[src/rtl/core/iso_timestamp_to_epoch_top_defines.svh]
// Assertion macros shared by the timestamp converter modules.
// Each expects signals named clock and reset in the module that uses it.
`ifndef ISO_TIMESTAMP_TO_EPOCH_TOP_DEFINES_SVH
`define ISO_TIMESTAMP_TO_EPOCH_TOP_DEFINES_SVH

// Consequent must hold in the same cycle as the antecedent.
`define ITE_ASSERT_IMPLY(name, ante, cons, msg) \
   name: assert property (@(posedge clock) disable iff (reset) (ante) |-> (cons)) \
      else $error(msg);

// Consequent must hold in the cycle after the antecedent.
`define ITE_ASSERT_NEXT(name, ante, cons, msg) \
   name: assert property (@(posedge clock) disable iff (reset) (ante) |=> (cons)) \
      else $error(msg);

`endif

[src/rtl/core/ite_pkg.sv]
package ite_pkg;

   localparam int MAX_CHARS_DEF = 20;
   localparam int CNT_W         = 5;
   localparam int YEAR_W        = 14;
   localparam int FIELD_W       = 7;
   localparam int SECONDS_LEN   = 17;
   localparam int YEAR_BASE     = 1900;
   localparam int YEAR_SPAN     = 200;
   localparam int QUEUE_DEPTH   = 2;

   localparam logic [7:0] CHAR_NUL   = 8'h00;
   localparam logic [7:0] CHAR_ZERO  = 8'h30;
   localparam logic [7:0] CHAR_NINE  = 8'h39;
   localparam logic [7:0] CHAR_DASH  = 8'h2D;
   localparam logic [7:0] CHAR_COLON = 8'h3A;
   localparam logic [7:0] CHAR_T     = 8'h54;
   localparam logic [7:0] CHAR_Z     = 8'h5A;

   typedef enum logic [2:0] {
      FIELD_YEAR,
      FIELD_MONTH,
      FIELD_DAY,
      FIELD_HOUR,
      FIELD_MINUTE,
      FIELD_SECOND
   } field_type;

   // One scanned timestamp handed from the scanner to the calculator.
   typedef struct packed {
      logic [YEAR_W-1:0]  year;
      logic [FIELD_W-1:0] month;
      logic [FIELD_W-1:0] day;
      logic [FIELD_W-1:0] hour;
      logic [FIELD_W-1:0] minute;
      logic [FIELD_W-1:0] second;
      logic               fmt_err;
   } stamp_type;

   // Separator that closes the given field; none after seconds.
   function automatic logic [7:0] field_sep(input field_type f);
      logic [7:0] s;
      case (f)
         FIELD_YEAR:   s = CHAR_DASH;
         FIELD_MONTH:  s = CHAR_DASH;
         FIELD_DAY:    s = CHAR_T;
         FIELD_HOUR:   s = CHAR_COLON;
         FIELD_MINUTE: s = CHAR_COLON;
         default:      s = CHAR_NUL;
      endcase
      return s;
   endfunction

   // Days in the non-leap year before the first of the month.
   function automatic logic [8:0] days_before_month(input logic [3:0] m);
      logic [8:0] d;
      case (m)
         4'd1:    d = 9'd0;
         4'd2:    d = 9'd31;
         4'd3:    d = 9'd59;
         4'd4:    d = 9'd90;
         4'd5:    d = 9'd120;
         4'd6:    d = 9'd151;
         4'd7:    d = 9'd181;
         4'd8:    d = 9'd212;
         4'd9:    d = 9'd243;
         4'd10:   d = 9'd273;
         4'd11:   d = 9'd304;
         4'd12:   d = 9'd334;
         default: d = 9'd0;
      endcase
      return d;
   endfunction

endpackage

[src/rtl/core/ite_front.sv]
module ite_front import ite_pkg::*; #(
   parameter int MAX_CHARS = MAX_CHARS_DEF
) (
   input  logic      clock,
   input  logic      reset,
   input  logic      req_valid,
   output logic      req_stall,
   input  logic [7:0] req_char_code,
   input  logic      req_last_char,
   input  logic      q_full,
   output logic      q_push,
   output stamp_type q_data
);

   logic [CNT_W-1:0]   cnt_ff, cnt_in;
   field_type          field_ff, field_in;
   logic [2:0]         dcnt_ff, dcnt_in;
   logic [YEAR_W-1:0]  year_ff, year_in;
   logic [FIELD_W-1:0] month_ff, month_in;
   logic [FIELD_W-1:0] day_ff, day_in;
   logic [FIELD_W-1:0] hour_ff, hour_in;
   logic [FIELD_W-1:0] minute_ff, minute_in;
   logic [FIELD_W-1:0] second_ff, second_in;
   logic               err_ff, err_in;
   logic               stop_ff, stop_in;
   logic               accept;
   logic               is_digit;
   logic [3:0]         digit;
   logic [2:0]         cap;
   field_type          need_field;

   assign req_stall = q_full;
   assign accept    = req_valid && !q_full;
   assign is_digit  = (req_char_code >= CHAR_ZERO) && (req_char_code <= CHAR_NINE);
   assign digit     = req_char_code[3:0];
   assign cap       = (field_ff == FIELD_YEAR) ? 3'd4 : 3'd2;

   always_comb begin
      cnt_in     = cnt_ff;
      field_in   = field_ff;
      dcnt_in    = dcnt_ff;
      year_in    = year_ff;
      month_in   = month_ff;
      day_in     = day_ff;
      hour_in    = hour_ff;
      minute_in  = minute_ff;
      second_in  = second_ff;
      err_in     = err_ff;
      stop_in    = stop_ff;
      q_push     = 1'b0;
      need_field = FIELD_MINUTE;

      if (accept && !stop_ff && (cnt_ff < CNT_W'(MAX_CHARS))) begin
         if ((req_char_code == CHAR_Z) || (req_char_code == CHAR_NUL)) begin
            stop_in = 1'b1;
         end else begin
            cnt_in = cnt_ff + CNT_W'(1);
            if (is_digit) begin
               if (dcnt_ff >= cap) begin
                  err_in = 1'b1;
               end else begin
                  dcnt_in = dcnt_ff + 3'd1;
                  case (field_ff)
                     FIELD_YEAR:   year_in   = YEAR_W'(year_ff * YEAR_W'(10)) + YEAR_W'(digit);
                     FIELD_MONTH:  month_in  = FIELD_W'(month_ff * FIELD_W'(10)) + FIELD_W'(digit);
                     FIELD_DAY:    day_in    = FIELD_W'(day_ff * FIELD_W'(10)) + FIELD_W'(digit);
                     FIELD_HOUR:   hour_in   = FIELD_W'(hour_ff * FIELD_W'(10)) + FIELD_W'(digit);
                     FIELD_MINUTE: minute_in = FIELD_W'(minute_ff * FIELD_W'(10)) + FIELD_W'(digit);
                     default:      second_in = FIELD_W'(second_ff * FIELD_W'(10)) + FIELD_W'(digit);
                  endcase
               end
            end else if ((field_ff != FIELD_SECOND) && (req_char_code == field_sep(field_ff))) begin
               if (dcnt_ff == 3'd0) begin
                  err_in = 1'b1;
               end
               field_in = field_type'(field_ff + 3'd1);
               dcnt_in  = 3'd0;
            end else begin
               err_in = 1'b1;
            end
         end
      end

      // Pack the record from the state after this word; a last word restarts the scan.
      if (cnt_in >= CNT_W'(SECONDS_LEN)) begin
         need_field = FIELD_SECOND;
      end
      q_data.year    = year_in;
      q_data.month   = month_in;
      q_data.day     = day_in;
      q_data.hour    = hour_in;
      q_data.minute  = minute_in;
      q_data.second  = second_in;
      q_data.fmt_err = err_in || (field_in != need_field) || (dcnt_in == 3'd0);

      if (accept && req_last_char) begin
         q_push    = 1'b1;
         cnt_in    = '0;
         field_in  = FIELD_YEAR;
         dcnt_in   = '0;
         year_in   = '0;
         month_in  = '0;
         day_in    = '0;
         hour_in   = '0;
         minute_in = '0;
         second_in = '0;
         err_in    = 1'b0;
         stop_in   = 1'b0;
      end
   end

   always_ff @(posedge clock) begin
      if (reset) begin
         cnt_ff    <= '0;
         field_ff  <= FIELD_YEAR;
         dcnt_ff   <= '0;
         year_ff   <= '0;
         month_ff  <= '0;
         day_ff    <= '0;
         hour_ff   <= '0;
         minute_ff <= '0;
         second_ff <= '0;
         err_ff    <= 1'b0;
         stop_ff   <= 1'b0;
      end else begin
         cnt_ff    <= cnt_in;
         field_ff  <= field_in;
         dcnt_ff   <= dcnt_in;
         year_ff   <= year_in;
         month_ff  <= month_in;
         day_ff    <= day_in;
         hour_ff   <= hour_in;
         minute_ff <= minute_in;
         second_ff <= second_in;
         err_ff    <= err_in;
         stop_ff   <= stop_in;
      end
   end

endmodule

[src/rtl/core/ite_queue.sv]
`include "iso_timestamp_to_epoch_top_defines.svh"

module ite_queue import ite_pkg::*; (
   input  logic      clock,
   input  logic      reset,
   input  logic      push,
   input  stamp_type push_data,
   output logic      full,
   input  logic      pop,
   output logic      head_valid,
   output stamp_type head_data
);

   localparam int CW = $clog2(QUEUE_DEPTH + 1);

   stamp_type       slot_ff [QUEUE_DEPTH];
   stamp_type       slot_in [QUEUE_DEPTH];
   logic [CW-1:0]   cnt_ff, cnt_in;
   logic [CW-1:0]   wr_idx;

   assign full       = (cnt_ff == CW'(QUEUE_DEPTH));
   assign head_valid = (cnt_ff != '0);
   assign head_data  = slot_ff[0];
   assign wr_idx     = pop ? (cnt_ff - CW'(1)) : cnt_ff;

   // Shift toward the head on pop; write the new word behind the last one.
   always_comb begin
      for (int i = 0; i < QUEUE_DEPTH; i++) begin
         if (pop && (i + 1 < QUEUE_DEPTH)) begin
            slot_in[i] = slot_ff[(i + 1) % QUEUE_DEPTH];
         end else begin
            slot_in[i] = slot_ff[i];
         end
         if (push && (wr_idx == CW'(i))) begin
            slot_in[i] = push_data;
         end
      end
      cnt_in = cnt_ff + CW'(push) - CW'(pop);
   end

   always_ff @(posedge clock) begin
      for (int i = 0; i < QUEUE_DEPTH; i++) begin
         slot_ff[i] <= slot_in[i];
      end
   end

   always_ff @(posedge clock) begin
      if (reset) begin
         cnt_ff <= '0;
      end else begin
         cnt_ff <= cnt_in;
      end
   end

   `ITE_ASSERT_IMPLY(a_no_overflow, push, !full, "queue written while full")
   `ITE_ASSERT_IMPLY(a_no_underflow, pop, head_valid, "queue read while empty")
   `ITE_ASSERT_IMPLY(a_cnt_bound, 1'b1, cnt_ff <= CW'(QUEUE_DEPTH), "queue count out of range")

endmodule

[src/rtl/core/ite_back.sv]
`include "iso_timestamp_to_epoch_top_defines.svh"

module ite_back import ite_pkg::*; (
   input  logic        clock,
   input  logic        reset,
   input  logic        q_valid,
   input  stamp_type   q_data,
   output logic        q_pop,
   output logic        rsp_valid,
   input  logic        rsp_stall,
   output logic [31:0] rsp_epoch_seconds,
   output logic        rsp_parse_error
);

   // Stage A: checks, day count and time of day.
   logic               a_valid_ff, a_valid_in;
   logic               a_bad_ff;
   logic signed [17:0] a_days_ff;
   logic [16:0]        a_secs_ff;
   // Output register.
   logic               o_valid_ff, o_valid_in;
   logic [31:0]        o_epoch_ff;
   logic               o_err_ff;

   logic               out_ready;
   logic               a_ready;
   logic [YEAR_W-1:0]  t_full;
   logic [7:0]         t;
   logic               range_bad;
   logic               leap;
   logic [8:0]         yday;
   logic signed [8:0]  ts;
   logic signed [8:0]  x;
   logic signed [8:0]  xn;
   logic signed [8:0]  q;
   logic signed [17:0] yr_days;
   logic signed [17:0] days;
   logic [16:0]        secs;
   logic signed [35:0] prod;
   logic [31:0]        total;

   assign out_ready = !o_valid_ff || !rsp_stall;
   assign a_ready   = !a_valid_ff || out_ready;
   assign q_pop     = q_valid && a_ready;
   assign a_valid_in = a_ready ? q_valid : a_valid_ff;
   assign o_valid_in = out_ready ? a_valid_ff : o_valid_ff;

   always_comb begin
      t_full    = q_data.year - YEAR_W'(YEAR_BASE);
      t         = t_full[7:0];
      range_bad = (q_data.year < YEAR_W'(YEAR_BASE))
               || (q_data.year > YEAR_W'(YEAR_BASE + YEAR_SPAN))
               || (q_data.month == '0) || (q_data.month > FIELD_W'(12))
               || (q_data.day == '0) || (q_data.day > FIELD_W'(31))
               || (q_data.hour > FIELD_W'(23))
               || (q_data.minute > FIELD_W'(59))
               || (q_data.second > FIELD_W'(59));
      // Within 1900..2100 the only century years are 1900, 2000 and 2100.
      leap = (t[1:0] == 2'd0) && (t != 8'd0) && (t != 8'(YEAR_SPAN));
      yday = days_before_month(q_data.month[3:0])
           + 9'((q_data.month > FIELD_W'(2)) && leap)
           + 9'(q_data.day) - 9'd1;
      ts = $signed({1'b0, t});
      x  = ts - 9'sd69;
      xn = -x;
      // Leap days since the epoch year, division truncating toward zero.
      q  = x[8] ? -(xn >>> 2) : (x >>> 2);
      yr_days = 18'(ts - 9'sd70) * 18'sd365;
      days    = yr_days + 18'(q) + $signed({9'b0, yday});
      secs    = 17'(q_data.second) + 17'(q_data.minute) * 17'd60
              + 17'(q_data.hour) * 17'd3600;
   end

   always_comb begin
      prod  = 36'(a_days_ff) * 36'sd86400;
      total = prod[31:0] + 32'(a_secs_ff);
   end

   always_ff @(posedge clock) begin
      if (q_pop) begin
         a_bad_ff  <= q_data.fmt_err || range_bad;
         a_days_ff <= days;
         a_secs_ff <= secs;
      end
      if (a_valid_ff && out_ready) begin
         o_epoch_ff <= a_bad_ff ? 32'd0 : total;
         o_err_ff   <= a_bad_ff;
      end
   end

   always_ff @(posedge clock) begin
      if (reset) begin
         a_valid_ff <= 1'b0;
         o_valid_ff <= 1'b0;
      end else begin
         a_valid_ff <= a_valid_in;
         o_valid_ff <= o_valid_in;
      end
   end

   assign rsp_valid         = o_valid_ff;
   assign rsp_epoch_seconds = o_epoch_ff;
   assign rsp_parse_error   = o_err_ff;

   `ITE_ASSERT_IMPLY(a_err_zero, o_valid_ff && o_err_ff, o_epoch_ff == 32'd0, "error word with nonzero epoch")
   `ITE_ASSERT_NEXT(a_hold_stage, a_valid_ff && !out_ready, a_valid_ff, "stage A dropped while output stalled")

endmodule

[src/rtl/core/iso_timestamp_to_epoch_top.sv]
// Channel  | Ports                                      | Direction
// ---------+--------------------------------------------+----------
// req      | req_valid req_stall req_char_code          | in
//          | req_last_char                              |
// rsp      | rsp_valid rsp_stall rsp_epoch_seconds      | out
//          | rsp_parse_error                            |
//
// One character word is taken every cycle while the scanner to calculator
// queue has room; req_stall rises only when that two-entry queue is full.
// The result for the word that carries last_char passes the queue slot, the
// check stage and the multiply-add into the output register.
// Synchronous active-high reset clears the scan state, the queue and all
// valid flags. A stalled result holds the calculator and, once the queue
// fills, the scanner; neither side drops or repeats a word.
module iso_timestamp_to_epoch_top import ite_pkg::*; #(
   parameter int MAX_CHARS = MAX_CHARS_DEF
) (
   input  logic        clock,
   input  logic        reset,
   input  logic        req_valid,
   output logic        req_stall,
   input  logic [7:0]  req_char_code,
   input  logic        req_last_char,
   output logic        rsp_valid,
   input  logic        rsp_stall,
   output logic [31:0] rsp_epoch_seconds,
   output logic        rsp_parse_error
);

   logic      q_full;
   logic      q_push;
   stamp_type q_wdata;
   logic      q_pop;
   logic      q_valid;
   stamp_type q_head;

   // Scanner: accumulate fields per character, push one record per string.
   ite_front #(
      .MAX_CHARS (MAX_CHARS)
   ) u_front (
      .clock         (clock),
      .reset         (reset),
      .req_valid     (req_valid),
      .req_stall     (req_stall),
      .req_char_code (req_char_code),
      .req_last_char (req_last_char),
      .q_full        (q_full),
      .q_push        (q_push),
      .q_data        (q_wdata)
   );

   // Decouple the scanner from the calculator.
   ite_queue u_queue (
      .clock      (clock),
      .reset      (reset),
      .push       (q_push),
      .push_data  (q_wdata),
      .full       (q_full),
      .pop        (q_pop),
      .head_valid (q_valid),
      .head_data  (q_head)
   );

   // Calculator: range checks, day count, then seconds since the epoch.
   ite_back u_back (
      .clock             (clock),
      .reset             (reset),
      .q_valid           (q_valid),
      .q_data            (q_head),
      .q_pop             (q_pop),
      .rsp_valid         (rsp_valid),
      .rsp_stall         (rsp_stall),
      .rsp_epoch_seconds (rsp_epoch_seconds),
      .rsp_parse_error   (rsp_parse_error)
   );

endmodule

[config.mk]
export PLATFORM = sky130hd
export DESIGN_NAME = iso_timestamp_to_epoch_top
export DESIGN_NICKNAME = d
export VERILOG_FILES = /design/src/rtl/core/ite_pkg.sv /design/src/rtl/core/ite_front.sv /design/src/rtl/core/ite_queue.sv /design/src/rtl/core/ite_back.sv /design/src/rtl/core/iso_timestamp_to_epoch_top.sv
export VERILOG_INCLUDE_DIRS = /design/src /design/src/rtl/core
export SDC_FILE = /design/constraint.sdc
export NUM_CORES = 1
export LEC_CHECK = 0
export BUFFER_PORTS_ARGS = -buffer_cell sky130_fd_sc_hd__buf_2
export CORE_ASPECT_RATIO = 0.9
export CORE_UTILIZATION = 60
export DETAILED_ROUTE_END_ITERATION = 8
export HOLD_SLACK_MARGIN = 0.03
export PLACE_DENSITY = 0.88
export SYNTH_ARGS = -nofsm -noshare
export SYNTH_HDL_FRONTEND = slang
export SYNTH_SLANG_ARGS = --single-unit
[constraint.sdc]
create_clock -name clock -period 11.3 [get_ports clock]
set_clock_uncertainty 0.1 [all_clocks]
set_input_delay 1.13 -clock clock [delete_from_list [all_inputs] [get_ports clock]]
set_output_delay 1.13 -clock clock [all_outputs]
set_load 0.005 [all_outputs]
==> run metrics <==
status finished clean; FF-to-FF End u_back.a_days_ff[17]; predominant post-synthesis flop cell edfxtp_1; port buffer count 47; CTS H-tree depth 1; FF-to-FF setup slack 2.48 ns; arrival time at the worst endpoint approximately 9 ns; Hold Vio Cnt, Final 0; maximum clock frequency 113 MHz; critical path class reg -> reg; Tightest Pin Transition 1.18 ns; synthesized net count between 2000 and 3000; worst skew pair latency ~0.57 ns; CTS tree yes; CTS clk-pin slew, worst paths 0.06 ns; # fillers 2439; GRT Resource Usage Total 0.249; synth warn 0; Most common cell on crit path fa_1; nets@finish 2645; Post-CTS Setup Inserts 0; Die H 179 um; Hold-fix buffers, CTS 0; largest net degree at the start of global routing 99; vias per cell 5.62; CP Launch Type flip-flop; Synth cell types 86; reg2reg path depth 33; number of setup violations in the final report 0; Num CTS Buffers 27; area of the multi-input gates approximately 0.013 mm^2; die extent in x 199 um; Synth area leader edfxtp_1; ANT nets after route 0; min-delay src u_queue.slot_ff[0][1]; Tcrit/Tclk final 0.780; initial antenna violation count 0; Std-Cell Rows between 60 and 70; post-DR wirelength/cell 16.0 um; Max FO, Critical Path 9; Slowest-stage cell, CP fa_1; # IOs 48; P&R area growth vs syn 7.90%; CP endpoint kind flip-flop; r2r startpoint u_queue.slot_ff[0][38]; layout cell share with drive strength beyond 1 0.0596; min cycle time layout 8.82 ns; First-pass DRT Iterations 5; Residual DRC 0; CTS sink count approximately 240; Max stage delay on crit path 0.54 ns; post-cts gate resize count 0; Max-cap violations 0; Slew HR 0.207; vias in the first global route 15656; n_diodes 0; final WL 43000 um; Yosys top cell area share 0.243; first-pass GRT wire length 71500 um; worst hold path endpoint u_back.a_secs_ff[0]; Pins Over Slew Limit 0; First DRT Iteration DRCs 756; HP Class reg -> reg; Req. time, crit path 11.53 ns; post-DP HPWL 32800 um; Mapped Avg Cell Area 9.69 um^2; CTS Buffer Depth 3; gpl congestion approximately 0.90; Starting Density 0.612; global route total overflow 0; setup TNS 0 ns; sequential area share after synthesis 0.306; top post-synthesis cells by area edfxtp_1, ha_1, fa_1, inv_1, dfxtp_1; core area 0.0342 mm^2; number of synthesized flops with an enable pin 169; Die Area 0.0356 mm^2; Synth Instances approximately 2200; CTS Root Cell clkbuf_16; mapped cell area 0.0209 mm^2; via count approximately 15000; unrepaired setup endpoints after global routing false; register area 0.00640 mm^2; hold path cells 0; Post-synth ARST share 0; #FFs+latches synth 235
==> placed cells by master, fill, tap and decap left out, drive strengths merged, types with 9 or more instances in the layout <==
cell type / Yosys / final
buf: 11 / 53
fa: 118 / 118
and3: 12 / 12
edfxtp: 169 / 169
a21oi: 116 / 116
ha: 318 / 318
nand3: 28 / 28
inv: 390 / 393
a21boi: 9 / 9
o21bai: 17 / 17
nor2b: 36 / 36
nor3b: 9 / 9
xnor2: 141 / 141
xor2: 38 / 38
o21a: 10 / 10
nand2b: 11 / 11
nor4: 11 / 11
a211oi: 9 / 9
nor3: 31 / 31
a31oi: 9 / 9
mux2i: 24 / 24
dfxtp: 66 / 66
clkbuf: 34 / 31
o21ai: 101 / 101
nor2: 163 / 163
a21o: 38 / 38
nand4: 12 / 12
nand2: 124 / 124
==> sequential cells by signal, indices dropped and copies added (netlist names), 14 cells and up <==
register / cells
u_back.a_secs_ff: 17
u_queue.slot_ff: 100
u_front.year_ff: 14
u_back.a_days_ff: 18
u_back.rsp_epoch_seconds: 32
==> per-stage QoR <==
stage | setup slack [ns] | hold slack (ns) | utilization | instances | area [um^2]
2_1_floorplan | 3.41 | 0.300 | - | 2159 | 20900
3_5_place_dp | 2.54 | 0.338 | 0.632 | 2629 | 21600
4_1_cts | 2.55 | 0.341 | 0.660 | 2678 | 22600
3_3_place_gp | 2.81 | 0.315 | 0.632 | 2629 | 21600
6_report | 2.48 | 0.335 | 0.660 | 2678 | 22600
5_1_grt | 2.04 | 0.343 | 0.660 | 2678 | 22600
==> cell usage after synthesis (36+ instances only) <==
cell / instances
inv_1: 390
ha_1: 318
edfxtp_1: 169
nor2_1: 162
xnor2_1: 141
nand2_1: 124
fa_1: 118
a21oi_1: 115
o21ai_0: 97
dfxtp_1: 66
a21o_1: 38
nor2b_1: 36
xor2_1: 36
==> worst max path at each step <==
| stage | from | end | slack, ns | cells past startpoint |
|---|---|---|---|---|
| CTS | u_queue.slot_ff[0][38] | u_back.a_days_ff[17] | 2.55 | 33 |
| finish | u_queue.slot_ff[0][38] | u_back.a_days_ff[17] | 2.48 | 33 |
| global placement | u_queue.slot_ff[0][38] | u_back.a_days_ff[17] | 2.81 | 33 |
| detailed placement | u_queue.slot_ff[0][38] | u_back.a_days_ff[17] | 2.54 | 33 |
| floorplan | u_queue.slot_ff[0][38] | u_back.a_days_ff[17] | 3.41 | 33 |
| global route | u_queue.slot_ff[0][38] | u_back.a_days_ff[17] | 2.04 | 33 |
==> per-layer routing <==
metal  vias up  part of all wire  global-route usage
li1       7340                 -                   -
met1      7257              0.42               0.281
met2       331              0.51               0.468
met3       129             0.036              0.0348
met4         0             0.038               0.104
met5         -                 0                   0
==> critical path: cells and delay by family, from the launching register on <==
kind	cells	cell delay [ns]
DFF	1	0.52
buffers and inverters	3	0.13
xor gates and xnor gates	3	0.54
AOI/OAI and AO/OA	12	2.72
and+or+nand+nor	6	0.92
adders and majority gates	9	3.65
==> cell type report <==
class                   count  area share
well taps                 462      0.0256
multi-input cells        1489       0.571
repair buffers             53      0.0124
inverters                 390      0.0648
clock buffers              31      0.0306
clock inverters            18      0.0117
flip-flops and latches    235       0.283
==> kinds of logic (layout without fill, tap and decap cells) <==
group | after synthesis | count (layout) | share of synthesized area
adders and majority gates | 436 | 436 | 0.303
buffers and inverters | 435 | 492 | 0.0786
and+or+nand+nor | 476 | 476 | 0.111
DFF | 235 | 235 | 0.306
xor gates and xnor gates | 180 | 180 | 0.0767
muxes | 29 | 29 | 0.0142
AOI/OAI and AO/OA | 368 | 368 | 0.111
Power is not shown: default switching activity piles up to over one toggle a cycle in this logic, so the estimate is an artifact.
